<file path="src/rtl/mbte_pkg.sv">
`timescale 1ns / 1ps

package mbte_pkg;

  localparam int unsigned ADDR_W      = 4;
  localparam int unsigned DATA_W      = 32;
  localparam int unsigned MAX_CHARS   = 6;
  localparam int unsigned CNT_W       = 3;

  // register indexes (paddr[3:2])
  localparam logic [1:0] REG_MODE       = 2'd0;
  localparam logic [1:0] REG_QP_LIMIT   = 2'd1;
  localparam logic [1:0] REG_B64_LIMIT  = 2'd2;

  localparam logic       MODE_QP        = 1'b0;
  localparam logic       MODE_B64       = 1'b1;

  localparam logic [7:0] QP_LIMIT_RST   = 8'd75;
  localparam logic [7:0] B64_LIMIT_RST  = 8'd76;

  localparam logic [7:0] CHR_EQ         = 8'd61;
  localparam logic [7:0] CHR_NL         = 8'd10;
  localparam logic [7:0] CHR_PRINT_LO   = 8'd33;
  localparam logic [7:0] CHR_PRINT_HI   = 8'd126;

  function automatic logic [7:0] hex_chr(input logic [3:0] v);
    logic [7:0] r;
    if (v < 4'd10) begin
      r = 8'd48 + {4'd0, v};
    end else begin
      r = 8'd55 + {4'd0, v};
    end
    return r;
  endfunction

  function automatic logic [7:0] b64_chr(input logic [5:0] v);
    logic [7:0] r;
    if (v < 6'd26) begin
      r = 8'd65 + {2'd0, v};
    end else if (v < 6'd52) begin
      r = 8'd71 + {2'd0, v};
    end else if (v < 6'd62) begin
      r = {2'd0, v} - 8'd4;
    end else if (v == 6'd62) begin
      r = 8'd43;
    end else begin
      r = 8'd47;
    end
    return r;
  endfunction

  function automatic logic [7:0] sat_add(input logic [7:0] a, input logic [2:0] k);
    logic [8:0] s;
    s = {1'b0, a} + {6'd0, k};
    return s[8] ? 8'hFF : s[7:0];
  endfunction

endpackage

</file>
<file path="src/rtl/mime_body_transfer_encoder_core.sv">
`timescale 1ns / 1ps

// MIME body encoder: raw body bytes in, quoted-printable or base64 characters out,
// at most one character per cycle on the output stream. All characters caused by
// one byte are worked out in the accepting cycle and loaded into a six-entry
// output register that shifts out one per cycle as the receiver takes them. A
// byte makes, in quoted-printable, 1 character for a plain byte, 3 for an escape,
// 2 more with a soft break and 1 for a newline byte that hits the line limit; in
// base64, 0 for the first two bytes of a group and 4 to 6 for the third or last
// one. The next byte is taken in the cycle the last character of the previous
// one is taken, and at once when it made none. Set the mode and line limits only
// between bodies; a mode write restarts the line and the group.
module mime_body_transfer_encoder_core
  import mbte_pkg::*;
(
  input  logic              clk_i,
  input  logic              rst_ni,
  input  logic              s_axis_tvalid_i,
  output logic              s_axis_tready_o,
  input  logic [7:0]        s_axis_tdata_i,   // data_byte[7:0]
  input  logic              s_axis_tlast_i,
  output logic              m_axis_tvalid_o,
  input  logic              m_axis_tready_i,
  output logic [7:0]        m_axis_tdata_o,   // out_char[7:0]
  output logic              m_axis_tlast_o,
  input  logic              psel,
  input  logic              penable,
  input  logic              pwrite,
  input  logic [ADDR_W-1:0] paddr,
  input  logic [DATA_W-1:0] pwdata,
  output logic [DATA_W-1:0] prdata,
  output logic              pready
);

  logic             mode_q, mode_d;
  logic [7:0]       qp_lim_q, qp_lim_d;
  logic [7:0]       b64_lim_q, b64_lim_d;
  logic [15:0]      pend_b_q, pend_b_d;
  logic [1:0]       pend_cnt_q, pend_cnt_d;
  logic [7:0]       line_q, line_d;

  logic [7:0]       chr_q [MAX_CHARS];
  logic [7:0]       chr_d [MAX_CHARS];
  logic [CNT_W-1:0] cnt_q, cnt_d;

  logic [7:0]       res_chr [MAX_CHARS];
  logic [CNT_W-1:0] res_cnt;
  logic [7:0]       upd_line;
  logic [15:0]      upd_pend_b;
  logic [1:0]       upd_pend_cnt;

  logic             in_acc, out_acc, cfg_wr;
  logic [7:0]       din;
  logic             esc;
  logic [1:0]       plen;
  logic [8:0]       qp_sum;
  logic             qp_over;
  logic [7:0]       piece [3];

  logic             grp_en, grp_nl;
  logic [7:0]       g_b0, g_b1, g_b2;
  logic [1:0]       g_cnt;
  logic [7:0]       g_chr [4];

  assign pready          = 1'b1;
  assign cfg_wr          = psel & penable & pwrite;
  assign in_acc          = s_axis_tvalid_i & s_axis_tready_o;
  assign out_acc         = m_axis_tvalid_o & m_axis_tready_i;
  assign s_axis_tready_o = (cnt_q == '0) || ((cnt_q == CNT_W'(1)) && m_axis_tready_i);
  assign m_axis_tvalid_o = (cnt_q != '0);
  assign m_axis_tdata_o  = chr_q[0];
  assign m_axis_tlast_o  = (cnt_q == CNT_W'(1));
  assign din             = s_axis_tdata_i;

  always_comb begin
    unique case (paddr[3:2])
      REG_MODE:      prdata = {{(DATA_W-1){1'b0}}, mode_q};
      REG_QP_LIMIT:  prdata = {{(DATA_W-8){1'b0}}, qp_lim_q};
      REG_B64_LIMIT: prdata = {{(DATA_W-8){1'b0}}, b64_lim_q};
      default:       prdata = '0;
    endcase
  end

  // quoted-printable piece
  assign esc      = (din < CHR_PRINT_LO) || (din == CHR_EQ) || (din > CHR_PRINT_HI);
  assign plen     = esc ? 2'd3 : 2'd1;
  assign qp_sum   = {1'b0, line_q} + {7'd0, plen};
  assign qp_over  = qp_sum > {1'b0, qp_lim_q};
  assign piece[0] = esc ? CHR_EQ : din;
  assign piece[1] = hex_chr(din[7:4]);
  assign piece[2] = hex_chr(din[3:0]);

  // base64 group: full when two bytes wait, else the partial last group at body end
  always_comb begin
    grp_en = 1'b0;
    g_b0   = pend_b_q[15:8];
    g_b1   = pend_b_q[7:0];
    g_b2   = din;
    g_cnt  = 2'd3;
    if (pend_cnt_q == 2'd2) begin
      grp_en = 1'b1;
    end else if (s_axis_tlast_i) begin
      grp_en = 1'b1;
      g_b2   = 8'd0;
      if (pend_cnt_q == 2'd0) begin
        g_b0  = din;
        g_b1  = 8'd0;
        g_cnt = 2'd1;
      end else begin
        g_b1  = din;
        g_cnt = 2'd2;
      end
    end
  end

  assign grp_nl   = line_q >= b64_lim_q;
  assign g_chr[0] = b64_chr(g_b0[7:2]);
  assign g_chr[1] = b64_chr({g_b0[1:0], g_b1[7:4]});
  assign g_chr[2] = (g_cnt >= 2'd2) ? b64_chr({g_b1[3:0], g_b2[7:6]}) : CHR_EQ;
  assign g_chr[3] = (g_cnt == 2'd3) ? b64_chr(g_b2[5:0]) : CHR_EQ;

  always_comb begin
    for (int i = 0; i < MAX_CHARS; i++) begin
      res_chr[i] = CHR_NL;
    end
    res_cnt      = '0;
    upd_line     = line_q;
    upd_pend_b   = pend_b_q;
    upd_pend_cnt = pend_cnt_q;
    if (mode_q == MODE_QP) begin
      if (qp_over && (din == CHR_NL)) begin
        // newline at the limit goes out bare
        res_cnt  = CNT_W'(1);
        upd_line = 8'd0;
      end else if (qp_over) begin
        res_chr[0] = CHR_EQ;
        for (int i = 0; i < 3; i++) begin
          res_chr[i+2] = piece[i];
        end
        res_cnt  = CNT_W'(2) + CNT_W'(plen);
        upd_line = {6'd0, plen};
      end else begin
        for (int i = 0; i < 3; i++) begin
          res_chr[i] = piece[i];
        end
        res_cnt  = CNT_W'(plen);
        upd_line = sat_add(line_q, {1'b0, plen});
      end
      if (s_axis_tlast_i) begin
        upd_line     = 8'd0;
        upd_pend_b   = '0;
        upd_pend_cnt = '0;
      end
    end else begin
      if (pend_cnt_q == 2'd0) begin
        upd_pend_b   = {din, 8'd0};
        upd_pend_cnt = 2'd1;
      end else if (pend_cnt_q == 2'd1) begin
        upd_pend_b   = {pend_b_q[15:8], din};
        upd_pend_cnt = 2'd2;
      end else begin
        upd_pend_b   = '0;
        upd_pend_cnt = '0;
      end
      if (grp_en) begin
        if (grp_nl) begin
          for (int i = 0; i < 4; i++) begin
            res_chr[i+1] = g_chr[i];
          end
          res_cnt  = CNT_W'(5);
          upd_line = 8'd4;
        end else begin
          for (int i = 0; i < 4; i++) begin
            res_chr[i] = g_chr[i];
          end
          res_cnt  = CNT_W'(4);
          upd_line = sat_add(line_q, 3'd4);
        end
      end
      // last line is never empty after a group, so it always gets its newline
      if (s_axis_tlast_i) begin
        res_cnt      = res_cnt + CNT_W'(1);
        upd_line     = 8'd0;
        upd_pend_b   = '0;
        upd_pend_cnt = '0;
      end
    end
  end

  always_comb begin
    mode_d     = mode_q;
    qp_lim_d   = qp_lim_q;
    b64_lim_d  = b64_lim_q;
    pend_b_d   = pend_b_q;
    pend_cnt_d = pend_cnt_q;
    line_d     = line_q;
    if (cfg_wr) begin
      unique case (paddr[3:2])
        REG_MODE: begin
          mode_d     = pwdata[0];
          pend_b_d   = '0;
          pend_cnt_d = '0;
          line_d     = '0;
        end
        REG_QP_LIMIT:  qp_lim_d  = pwdata[7:0];
        REG_B64_LIMIT: b64_lim_d = pwdata[7:0];
        default: ;
      endcase
    end else if (in_acc) begin
      pend_b_d   = upd_pend_b;
      pend_cnt_d = upd_pend_cnt;
      line_d     = upd_line;
    end
  end

  always_comb begin
    for (int i = 0; i < MAX_CHARS; i++) begin
      chr_d[i] = chr_q[i];
    end
    cnt_d = cnt_q;
    if (in_acc) begin
      for (int i = 0; i < MAX_CHARS; i++) begin
        chr_d[i] = res_chr[i];
      end
      cnt_d = res_cnt;
    end else if (out_acc) begin
      for (int i = 0; i < MAX_CHARS - 1; i++) begin
        chr_d[i] = chr_q[i+1];
      end
      cnt_d = cnt_q - CNT_W'(1);
    end
  end

  always_ff @(posedge clk_i or negedge rst_ni) begin
    if (!rst_ni) begin
      mode_q     <= MODE_QP;
      qp_lim_q   <= QP_LIMIT_RST;
      b64_lim_q  <= B64_LIMIT_RST;
      pend_b_q   <= '0;
      pend_cnt_q <= '0;
      line_q     <= '0;
      cnt_q      <= '0;
    end else begin
      mode_q     <= mode_d;
      qp_lim_q   <= qp_lim_d;
      b64_lim_q  <= b64_lim_d;
      pend_b_q   <= pend_b_d;
      pend_cnt_q <= pend_cnt_d;
      line_q     <= line_d;
      cnt_q      <= cnt_d;
    end
  end

  always_ff @(posedge clk_i) begin
    for (int i = 0; i < MAX_CHARS; i++) begin
      chr_q[i] <= chr_d[i];
    end
  end

`ifndef ASSERT_OFF
  a_cnt_range: assert property (@(posedge clk_i) disable iff (!rst_ni)
    cnt_q <= CNT_W'(MAX_CHARS))
    else $error("output character count out of range");

  a_pend_range: assert property (@(posedge clk_i) disable iff (!rst_ni)
    pend_cnt_q != 2'd3)
    else $error("base64 group holds three bytes");

  a_last_clears: assert property (@(posedge clk_i) disable iff (!rst_ni)
    (in_acc && s_axis_tlast_i) |=> (pend_cnt_q == 2'd0) && (line_q == 8'd0))
    else $error("body end did not clear line and group state");

  a_b64_mid_silent: assert property (@(posedge clk_i) disable iff (!rst_ni)
    (in_acc && (mode_q == MODE_B64) && (pend_cnt_q != 2'd2) && !s_axis_tlast_i)
      |=> (cnt_q == '0))
    else $error("base64 byte inside a group produced characters");
`endif

endmodule

</file>
<file path="config.mk">
export PLATFORM = sky130hd
export DESIGN_NAME = mime_body_transfer_encoder_core
export DESIGN_NICKNAME = d
export VERILOG_FILES = /design/src/rtl/mbte_pkg.sv /design/src/rtl/mime_body_transfer_encoder_core.sv
export SDC_FILE = /design/constraint.sdc
export NUM_CORES = 1
export LEC_CHECK = 0
export BUFFER_PORTS_ARGS = -buffer_cell sky130_fd_sc_hd__buf_2
export CORE_UTILIZATION = 48
export CTS_BUF_LIST = sky130_fd_sc_hd__clkbuf_8 sky130_fd_sc_hd__clkbuf_16
export CTS_CLUSTER_SIZE = 25
export DETAILED_ROUTE_END_ITERATION = 7
export PLACE_DENSITY = 0.68
export SYNTH_ARGS = -nofsm -noshare
export SYNTH_HDL_FRONTEND = slang
export SYNTH_SLANG_ARGS = --single-unit
</file>
<file path="constraint.sdc">
create_clock -name clk_i -period 7.7 [get_ports clk_i]
set_input_delay 0.77 -clock clk_i [delete_from_list [all_inputs] [get_ports clk_i]]
set_output_delay 0.77 -clock clk_i [all_outputs]
set_load 0.01 [all_outputs]
</file>
# After elaboration in Yosys (flattened, before gate mapping)
# Memories as Yosys holds them, arrays and structs flattened.
# Cells that the tools add are included.
totals:
  out_inout_bits: 44
  wordCells: 172
  mem_count: 1
  ff_bits: 46
  ramBits: 48
  in_bits: 52
mem_list:
  columns: ["name", "depth", "width", "rd", "rd_ports_with_merged_regs", "wr", "line_no", "text"]
  rows:
  - ["chr_q", 6, 8, 6, 0, 6, "mime_body_transfer_encoder_core.sv:42", "logic [7:0] chr_q [MAX_CHARS];"]
op_classes:
  order_cmp: 19
  eq_ne: 15
  n_mux: 86
  n_addsub: 21
  n_reduce_logical: 18
  bitwise: 4
op_table:
  columns: ["operator", "n"]
  rows:
  - ["two-way mux 8 bit", 40]
  - ["two-way mux 40 bit", 5]
  - ["two-way mux 16 bit", 8]
  - ["adder 7 x 6 -> 8 bit (first input constant)", 8]
  - ["less-than comparator 6 bit (second input constant)", 8]
  - ["two-way mux 3 bit", 12]
  - ["adder 6 x 4 -> 7 bit (first input constant)", 4]
  - ["subtractor 6 x 3 -> 7 bit (second input constant)", 4]
  - ["== test 6 bit (second input constant)", 4]
  - ["less-than comparator 6 x 5 -> 1 bit (second input constant)", 4]
  - ["two-way mux 2 bit", 12]
  - ["two-way mux 24 bit", 1]
  - ["one-hot mux 8 bit (3 select lines)", 1]
  - ["two-way mux 7 bit", 3]
  - ["two-way mux 15 bit", 1]
  - ["adder 8 x 2 -> 9 bit", 1]
  - ["adder 8 x 3 -> 9 bit (second input constant)", 1]
  - ["> comparator 9 x 8 -> 1 bit", 1]
  - ["== test 8 x 4 -> 1 bit (second input constant)", 1]
  - ["== test 8 x 6 -> 1 bit (second input constant)", 1]
  - [">= comparator 8 bit", 1]
  - ["> comparator 8 x 7 -> 1 bit (second input constant)", 1]
  - ["less-than comparator 4 bit (second input constant)", 2]
  - ["less-than comparator 8 x 6 -> 1 bit (second input constant)", 1]
  - ["21 further kinds", 38]

# Longest topological paths before layout
# Gate-level depths: netlist of run 1.
logic_depth:
  ltp_word: 14
  mapped_depth: 23
  depth_no_buf: 20

# Worst setup path before layout of run 1
# OpenSTA, ideal clock, no wires.
synth_timing:
  path_kind: "input-to-reg"
  start: "input s_axis_tdata_i[0]"
  end: "memory chr_q[0][1], data pin"
  path_buffers: 2
  stages: 22
  required_ns: 7.446
  arrival_time_ns: 5.186
  setup_slack_ns: 2.260
  cell_sequence: "clkbuf_1 inv_1 ha_1 nor2b_1 a311o_1 a41oi_1 clkbuf_1 inv_1 ha_1 a21oi_1 inv_1 nand2_1 xnor2_1 ha_1 nand4_1 a21oi_1 o41a_1 nor2_1 inv_1 a21oi_1 a221oi_1 a21o_1"
synth_rtl:
  columns: ["element", "line_no", "text"]
  rows:
  - ["start, declared", "mime_body_transfer_encoder_core.sv:20", "input logic [7:0] s_axis_tdata_i,"]
  - ["end, declared", "mime_body_transfer_encoder_core.sv:42", null]

==> results of run 1 <==
==> cell families after synthesis <==
logic type,count (synthesis)
compound gates,317
xor+xnor,14
fa+ha+maj,50
buf+inv,137
flops,86
mux,27
other cells,2
simple gates,291
==> stage by stage <==
stage | std cells | worst slack (ns) | power, uW | hold WS (ns)
finish | 1147 | 1.55 | 2310 | 0.496
global route | 1147 | 1.24 | 2460 | 0.527
CTS | 1147 | 1.70 | 2290 | 0.504
detailed placement | 1131 | 1.35 | 1850 | 0.483
global placement | 1131 | 1.39 | 1830 | 0.464
floorplan | 947 | 2.26 | 1560 | 0.446
==> placed cells by master (no fill, tap or decap), types with 6 or more instances in the layout <==
| master | instances |
|---|---|
| nor2_1 | 58 |
| a21oi_1 | 59 |
| a22oi_1 | 13 |
| conb_1 | 25 |
| buf_4 | 11 |
| nor2b_1 | 7 |
| clkbuf_16 | 9 |
| nand3_1 | 19 |
| edfxtp_1 | 40 |
| buf_2 | 44 |
| mux2i_1 | 12 |
| nand2b_1 | 7 |
| a22o_1 | 30 |
| inv_1 | 55 |
| dfrtp_1 | 39 |
| and2_1 | 8 |
| xnor2_1 | 10 |
| o21ai_1 | 6 |
| nor4_1 | 6 |
| o21ai_0 | 61 |
| dfstp_2 | 7 |
| and3_1 | 8 |
| o31ai_1 | 11 |
| nand2_1 | 121 |
| a31oi_1 | 21 |
| o22ai_1 | 7 |
| a21o_1 | 10 |
| ha_1 | 49 |
| or3_1 | 6 |
| a221oi_1 | 6 |
| a221o_1 | 7 |
| mux2_2 | 12 |
| a211oi_1 | 10 |
| nand4_1 | 8 |
| o221ai_1 | 7 |
| nor3_1 | 19 |
==> metal layers <==
metal | global-route usage, % | share of wire (%)
met1 | 39.8 | 44
met2 | 44.4 | 44
met3 | 5.59 | 9.6
met4 | 9.34 | 2.4
met5 | 0 | 0
==> worst reg2reg max path, stage by stage, from the launching register on <==
cell,delay (ns)
dfrtp_1,0.49
nand2b_1,0.40
nand2_1,0.52
a22oi_1,0.52
inv_1,0.25
ha_1,0.30
and3_1,0.20
o31ai_1,0.52
a21oi_2,0.13
a221o_1,0.41
a221oi_1,0.39
a22o_1,0.19
==> registers in the layout (all words and copies together) (netlist names) <==
name	cells
b64_lim_q	8
chr_q	40
cnt_q	3
line_q	8
mode_q	1
pend_b_q	16
pend_cnt_q	2
qp_lim_q	8
==> path summary, 6_finish.rpt <==
kind / end / slack (ns) / depth (start not counted)
worst max-delay path: chr_q[0][1] / 1.55 / 22
worst min register to register: pend_b_q[4] / 0.50 / 2
max in group asynchronous: line_q[7] / 6.76 / 2
worst max register to register: chr_q[1][1] / 3.25 / 11
min in group asynchronous: pend_b_q[4] / 0.51 / 2
worst min-delay path: pend_b_q[4] / 0.50 / 2
==> area by class of cell <==
cell class,instances,area (um^2),area share [%]
clock inverter,7,53.8,0.660
sequential,86,2360,29.0
clock buffer,9,225,2.76
tap,211,264,3.24
multi-input combinational,724,4740,58.1
timing repair buffer,55,303,3.71
inverter,55,206,2.53
==> Yosys cell counts (10+ instances only) <==
master / instances / area, um^2
xnor2_1: 10 / 87.6
buf_4: 27 / 203
nand3_1: 19 / 95.1
a31oi_1: 21 / 131
clkbuf_1: 42 / 158
inv_1: 54 / 203
o21ai_0: 61 / 305
a22o_1: 30 / 263
o31ai_1: 11 / 82.6
a21oi_1: 59 / 295
nand2_1: 121 / 454
nor3_1: 19 / 95.1
ha_1: 49 / 613
a22oi_1: 13 / 97.6
nor2_1: 58 / 218
dfrtp_1: 39 / 976
mux2i_1: 12 / 120
a21o_1: 10 / 75.1
mux2_2: 12 / 135
a211oi_1: 10 / 75.1
edfxtp_1: 40 / 1200
==> power breakdown <==
part           internal, uW  switching, uW
Clock                   224            209
Combinational           412            716
Sequential              644            100
==> metrics, run 1 <==
Area Growth Syn to Fin=6.56%; Routed Antenna Nets=0; DIE HEIGHT=128 um; minimum period implied by the final worst setup slack=6.15 ns; Die Width=128 um; die area=0.0165 mm^2; top_reg_cell synth=edfxtp_1; Synth Area in XOR/XNOR=1.60%; CP max stage cell=a21oi_1; gp weighted congestion=0.957; final slew viol count=0; Post-synth EDFFs=40; total negative slack=0 ns; overflow left after global routing=0; Fill cells=approximately 1.5k; Slew @ Worst Pin=about 1.1 ns; wirelength, routed=22.7 mm; critical path endpoint category=flip-flop; GRT Util Overall=28.6%; Final Hold Viols=0; worst r2r src=pend_cnt_q[0]; Crit path top cell by count=inv_1; number of global-route vias before repair=6,707; HP Start=pend_b_q[4]; Seq/Total Area, Yosys=30.9%; Bufs on Longest Clock Path=2; main combinational cell family by area after synthesis=compound AO/OA/AOI/OAI gates; Critical Path RT=7.81 ns; Adder-Cell Fraction of Synth Area=8.27%; core area=about 0.015 mm^2; Clock Skew=0.00921 ns; root buffer cell=clkbuf_16; PD cells=283 mW/mm^2; post-DP HPWL=16.2 mm; WP data arrival=6.26 ns; WS Path Type=primary input to flip-flop; share of layout cells above drive strength 1=a little under an eighth; first-pass GRT wire length=approximately 36 mm; crit path cell chain=buf_2 -> inv_1 -> ha_1 -> nor2b_1 -> a311o_1 -> a41oi_1 -> buf_4 -> inv_1 -> ha_1 -> a21oi_1 -> inv_1 -> nand2_1 -> xnor2_1 -> ha_1 -> nand4_1 -> a21oi_1 -> o41a_1 -> nor2_1 -> inv_1 -> a21oi_1 -> a221oi_1 -> a21o_1; cts repair resizes=0; startpoint types=primary input; Max Cap Violations=0; postcts setup bufs=0; DRT iter0 DRCs=~850; Synth Area in Simple Gates=17.8%; CTS buffer count=9; f_max=162 MHz; CTS tree=yes; Placement Rows=45; outcome=completed; CP startpoint=s_axis_tdata_i[1]; Initial Util=49.8%; Post-Syn Area=0.00765 mm^2; fin nets=1,033; DR pass1 iterations=5; Max-Slew Margin vs Limit=26.1%; I/O Buffers=between 40 and 50; maximum cell stage delay along the critical path=between 0.7 and 0.8 ns; synth unique cells=a little under 90; Via density=about 6.3; unrepaired setup endpoints after global routing=false; Max VDD drop=~0.17 mV; Num Clock Sinks=86; Synth Register Bits=86; worst skew pair latency=0.36 ns; Final Util=between 50% and 60%; Synth Area in Compound Gates=28.9%; drc violations=0; crit-path max FO=20; antenna cell count=0; Synth Instances=924; Hold WC Path Type=flip-flop to flip-flop; async set or reset register ratio after synthesis=between 50% and 60%; syn_area_per_cell=8.28 um^2; Boundary Pins=96; mux cell area share after synthesis=4.02%; Hold-fix buffers, CTS=0; total number of yosys warnings=0; clk slew on worst S/H paths=0.07 ns; crit share post-route=between 70% and 80%; post-layout instance area=between 0.008 and 0.009 mm^2; H-tree depth=3; antenna violations before repair=0; WL per Instance=19.8 um; Bufs and invs on worst path=6; number of setup violations in the final report=0; largest net degree at the start of global routing=47; Area after DPL=0.00788 mm^2; leakage=0.00349 uW; via count=7,270; delay-heaviest family, CP=compound AO/OA/AOI/OAI gates
Power figures use the tool's default switching activity.
==> inputs of run 2 (changes only) <==
==> constraint.sdc (replaced) <==
create_clock -name clk_i -period 5.7 [get_ports clk_i]
set_input_delay 0.57 -clock clk_i [delete_from_list [all_inputs] [get_ports clk_i]]
set_output_delay 0.57 -clock clk_i [all_outputs]
set_load 0.01 [all_outputs]
==> metrics, run 2 (synthesized netlist as in run 1, its figures left out) <==
postcts setup bufs=0 (unchanged); maximum cell stage delay along the critical path=0.72 ns (-0.03 ns); minimum period implied by the final worst setup slack=5.20 ns; crit share post-route=91.2%; GRT Util Overall=29.0% (+0.41 points); Final Util=53.8% (+0.78 points); CTS tree=yes; die area=0.0165 mm^2 (unchanged); H-tree depth=3 (unchanged); Num Clock Sinks=86 (unchanged); antenna cell count=0 (unchanged); CP max stage cell=nor3_1; Crit path top cell by count=ha_1; largest net degree at the start of global routing=47 (unchanged); Placement Rows=45 (unchanged); Area Growth Syn to Fin=8.13%; DIE HEIGHT=128 um (unchanged); Max Cap Violations=0 (unchanged); overflow left after global routing=0 (unchanged); number of setup violations in the final report=0 (unchanged); Slew @ Worst Pin=1.08 ns (-0.0275 ns); Clock Skew=0.00868 ns (-0.000522 ns); WP data arrival=5.29 ns (-0.97 ns); max FFs per register=40 (unchanged); commonest cells after routing, fill and taps aside=nand2_1 (121), o21ai_0 (61), a21oi_1 (59); Final Hold Viols=0 (unchanged); root buffer cell=clkbuf_16; outcome=completed; Hold-fix buffers, CTS=0 (unchanged); share of layout cells above drive strength 1=13.0% (+1.5 points); DRT iter0 DRCs=857 (+0.71%); cts repair resizes=0 (unchanged); registers with the most flip-flops=chr_q (40), pend_b_q (16); Max-Slew Margin vs Limit=27.9% (+1.8 points); crit path cell chain=buf_2 -> inv_1 -> ha_1 -> nor2b_1 -> a311o_1 -> a41oi_1 -> inv_1 -> ha_1 -> a21oi_1 -> buf_4 -> nor3_1 -> xor2_1 -> ha_1 -> nand4_1 -> o22a_1 -> o41a_1 -> nor2_1 -> buf_4 -> nor3_1 -> a22o_1 -> o31ai_1; via count=7,337 (+0.92%); fin nets=1,048 (+1.5%); Boundary Pins=96 (unchanged); PD cells=381 mW/mm^2 (+35%); WS Path Type=primary input to flip-flop; Initial Util=49.8% (unchanged); post-DP HPWL=16.9 mm (+4.1%); total negative slack=0 ns (unchanged); number of global-route vias before repair=6,602 (-1.6%); DR pass1 iterations=6 (+1); Via density=6.31 (-0.38%); I/O Buffers=44 (unchanged); commonest non-fill, non-tap cell in the layout=nand2_1; Hold WC Path Type=primary input to asynchronous set/reset pin; startpoint types=primary input; Critical Path RT=5.80 ns (-2.01 ns); crit-path max FO=14 (-30%); Die Width=128 um (unchanged); leakage=0.00356 uW (+2.1%); worst skew pair latency=0.36 ns (about the same); final slew viol count=0 (unchanged); drc violations=0 (unchanged); core area=0.0154 mm^2 (unchanged); Routed Antenna Nets=0 (unchanged); clk slew on worst S/H paths=0.07 ns (about the same); wirelength, routed=23.1 mm (+1.9%); Bufs on Longest Clock Path=2 (unchanged); CTS buffer count=9 (unchanged); Max VDD drop=0.170 mV (-1.8%); f_max=192 MHz; WL per Instance=19.9 um (+0.63%); first-pass GRT wire length=36.7 mm (+0.68%); antenna violations before repair=0 (unchanged); Most flops, register=chr_q; gp weighted congestion=0.953 (-0.40%); unrepaired setup endpoints after global routing=false; critical path endpoint category=flip-flop
run 2: cell types whose count changed in the layout (fill, tap and decap cells not counted):
cell,previous run,this run
inv_1,55,54
inv_4,1,2
clkbuf_8,0,1
buf_4,11,26
inv_6,5,4
run 2: worst paths after layout:
path / depth (start not counted) / slack (ns) / start / to
min in group clk_i: 3 / 0.43 / pwdata[2] / qp_lim_q[2]
worst max register to register: 10 / 1.56 / pend_cnt_q[0] / chr_q[0][3]
worst min-delay path: 2 / 0.31 / rst_ni / pend_b_q[5]
max in group asynchronous: 2 / 4.98 / rst_ni / cnt_q[1]
worst min register to register: 2 / 0.49 / pend_b_q[4] / pend_b_q[4]
worst max-delay path: 21 / 0.50 / s_axis_tdata_i[0] / chr_q[2][1]
run 2: worst max-delay path, delay by kind of cell:
kind	cells	cell delay, ns
buffers and inverters	5	0.76
XOR/XNOR	1	0.20
AND/OR/NAND/NOR	5	1.38
adder cells (fa/ha/maj)	3	0.83
AO/OA/AOI/OAI	7	1.56
run 2: through the flow:
stage / area (um^2) / instances / hold WS [ns] / power, uW / setup slack, ns
final: 8270 / 1162 / 0.306 / 3150 / 0.504
after global routing: 8270 / 1162 / 0.374 / 3370 / 0.289
after CTS: 8270 / 1162 / 0.330 / 3140 / 0.658
after detailed placement: 7990 / 1146 / 0.481 / 2530 / 0.346
after global placement: 7990 / 1146 / 0.466 / 2510 / 0.380
after floorplan: 7740 / 947 / 0.274 / 2100 / 0.460
run 2: final cells by class:
type | count | area, um^2
Sequential cell | 86 | 2360
Multi-Input combinational cell | 724 | 4740
Timing Repair Buffer | 70 | 415
Inverter | 55 | 206
Tap cell | 211 | 264
Clock buffer | 10 | 239
Clock inverter | 6 | 47.5
Fill cell | 1452 | 7100
run 2: layer usage:
layer	track usage [%]	vias to the layer above	share of wire (%)
li1	-	3427	-
met1	41.7	3461	44
met2	42.3	400	43
met3	5.34	49	9.8
met4	12.5	0	3.5
met5	0	-	0
run 2: where the power goes:
part | switching (uW) | internal (uW) | leakage [uW] | total (uW)
logic | 975 | 581 | 0.00245 | 1560
registers | 131 | 870 | 0.000964 | 1000
clock network | 283 | 315 | 0.000145 | 597
total | 1390 | 1770 | 0.00356 | 3150
==> inputs of run 3 (changes only) <==
--- a/config.mk
+++ b/config.mk
@@ -10,7 +10,7 @@
 export CTS_BUF_LIST = sky130_fd_sc_hd__clkbuf_8 sky130_fd_sc_hd__clkbuf_16
 export CTS_CLUSTER_SIZE = 25
 export DETAILED_ROUTE_END_ITERATION = 7
-export PLACE_DENSITY = 0.68
+export PLACE_DENSITY = 0.73
 export SYNTH_ARGS = -nofsm -noshare
 export SYNTH_HDL_FRONTEND = slang
 export SYNTH_SLANG_ARGS = --single-unit
==> metrics, run 3 (synthesized netlist as in run 1, its figures left out) <==
Final Hold Viols=0 (unchanged); Most flops, register=chr_q; WL per Instance=19.6 um (-1.4%); Setup WS pre-CTS=0.369 ns (+0.0225 ns); drc violations=0 (unchanged); maximum cell stage delay along the critical path=0.49 ns (-0.23 ns); number of setup violations in the final report=0 (unchanged); Initial Util=49.8% (unchanged); H-tree depth=3 (unchanged); via count=7,371 (+0.46%); I/O Buffers=44 (unchanged); leakage=0.00355 uW (-0.15%); Via density=6.36 (+0.72%); f_max=196 MHz (+2.0%); wirelength, routed=22.8 mm (-1.6%); antenna cell count=0 (unchanged); GRT Util Overall=28.2% (-0.80 points); Clock Skew=0.00877 ns (+0.0000852 ns); Die Width=128 um (unchanged); cts repair resizes=0 (unchanged); Max-Slew Margin vs Limit=26.9% (-1.0 points); RR Endpoint=chr_q[0][3]; r2r setup slk=1.52 ns (-0.04 ns); Num Clock Sinks=86 (unchanged); Hold-fix buffers, CTS=0 (unchanged); Routed Antenna Nets=0 (unchanged); critical path endpoint category=flip-flop; antenna violations before repair=0 (unchanged); Fill cells=1,476 (+1.7%); Boundary Pins=96 (unchanged); Bufs and invs on worst path=5 (unchanged); WP data arrival=5.30 ns (about the same); worst r2r src=pend_cnt_q[0]; delay-heaviest family, CP=compound AO/OA/AOI/OAI gates; WS Path Type=primary input to flip-flop; total negative slack=0 ns (unchanged); core area=0.0154 mm^2 (unchanged); startpoint types=primary input; post-DP HPWL=16.4 mm (-2.6%); CTS buffer count=9 (unchanged); R2R cell count=10 (unchanged); die area=0.0165 mm^2 (unchanged); Max Cap Violations=0 (unchanged); unrepaired setup endpoints after global routing=false; Critical Path RT=5.90 ns (+0.10 ns); crit share post-route=89.4% (-1.8 points); number of global-route vias before repair=6,655 (+0.80%); Crit path top cell by count=inv_1; Area Growth Syn to Fin=8.22% (about the same); minimum period implied by the final worst setup slack=5.09 ns (-0.102 ns); DR pass1 iterations=6 (unchanged); outcome=completed; DRT iter0 DRCs=915 (+6.8%); overflow left after global routing=0 (unchanged); registers with the most flip-flops=chr_q (40), pend_b_q (16); final slew viol count=0 (unchanged); Slew @ Worst Pin=1.10 ns (+0.0153 ns); CP max stage cell=o41a_1; share of layout cells above drive strength 1=12.8% (-0.28 points); commonest cells after routing, fill and taps aside=nand2_1 (121), o21ai_0 (61), a21oi_1 (59); postcts setup bufs=0 (unchanged); worst skew pair latency=0.36 ns (about the same); max FFs per register=40 (unchanged); Bufs on Longest Clock Path=2 (unchanged); crit-path max FO=12 (-2); Max VDD drop=0.194 mV (+14%); largest net degree at the start of global routing=47 (unchanged); DIE HEIGHT=128 um (unchanged); PD cells=384 mW/mm^2 (+0.79%); Worst Slack Setup Final=0.606 ns (+0.102 ns); gp weighted congestion=0.991 (+4.0%); clk slew on worst S/H paths=0.07 ns (about the same); CTS tree=yes; fin nets=1,045 (-0.29%); commonest non-fill, non-tap cell in the layout=nand2_1; Hold WC Path Type=primary input to asynchronous set/reset pin; Placement Rows=45 (unchanged); crit path cell chain=buf_2 -> inv_1 -> ha_1 -> nor2b_1 -> a311o_1 -> a41oi_1 -> inv_1 -> ha_1 -> a21oi_1 -> inv_1 -> nand2_1 -> xnor2_1 -> ha_1 -> nand4_1 -> a21oi_1 -> o41a_1 -> nor2_1 -> inv_1 -> nor2_1 -> a221oi_1 -> a21oi_1; first-pass GRT wire length=35.7 mm (-2.7%); root buffer cell=clkbuf_16
==> run 3: changes by cell type in the layout (fill, tap and decap cells not counted) <==
cell	before	now
buf_4	26	23
inv_4	2	0
inv_6	4	2
bufinv_16	0	1
clkbuf_8	1	2
clkinv_4	0	1
clkinvlp_4	0	1
==> run 3: area by class of cell <==
cell class	count	area (um^2)	share of cell area, %
clock buffers	11	253	3.05
clock inverters	5	63.8	0.771
inverters	55	206	2.49
multi-input cells	724	4740	57.2
flip-flops and latches	86	2360	28.5
well taps	211	264	3.19
repair buffers	67	393	4.74
==> run 3: power by group <==
part           total, uW  internal, uW  leakage, uW  switching [uW]
logic               1540           573      0.00244             970
registers           1000           871     0.000964             133
clock network        635           368     0.000153             268
==> run 3: worst max path at each step <==
stage / start / endpoint / slack (ns) / depth (start not counted)
detailed placement: s_axis_tdata_i[0] / chr_q[0][6] / 0.37 / 21
global route: s_axis_tdata_i[0] / chr_q[0][6] / 0.16 / 21
floorplan: s_axis_tdata_i[0] / chr_q[0][1] / 0.46 / 22
global placement: s_axis_tdata_i[0] / chr_q[0][6] / 0.41 / 21
CTS: s_axis_tdata_i[0] / chr_q[1][4] / 0.69 / 21
finish: s_axis_tdata_i[0] / chr_q[1][4] / 0.61 / 21
==> run 3: routing by layer <==
layer  global-route usage, %  vias to the layer above  wire length (um)
met4                    12.1                        0               810
met1                    37.8                     3473              9620
met2                    43.7                      413             10100
met5                       0                        -                 0
li1                        -                     3420                 -
met3                    6.26                       65              2220
==> run 3: through the flow <==
step	std cells	hold WS (ns)	total power [uW]	cell area [um^2]	util [%]
5_1_grt	1159	0.437	3390	8280	53.9
3_3_place_gp	1143	0.461	2480	7970	51.8
3_5_place_dp	1143	0.477	2520	7970	51.8
2_1_floorplan	947	0.274	2100	7740	-
6_report	1159	0.424	3180	8280	53.9
4_1_cts	1159	0.425	3160	8280	53.9
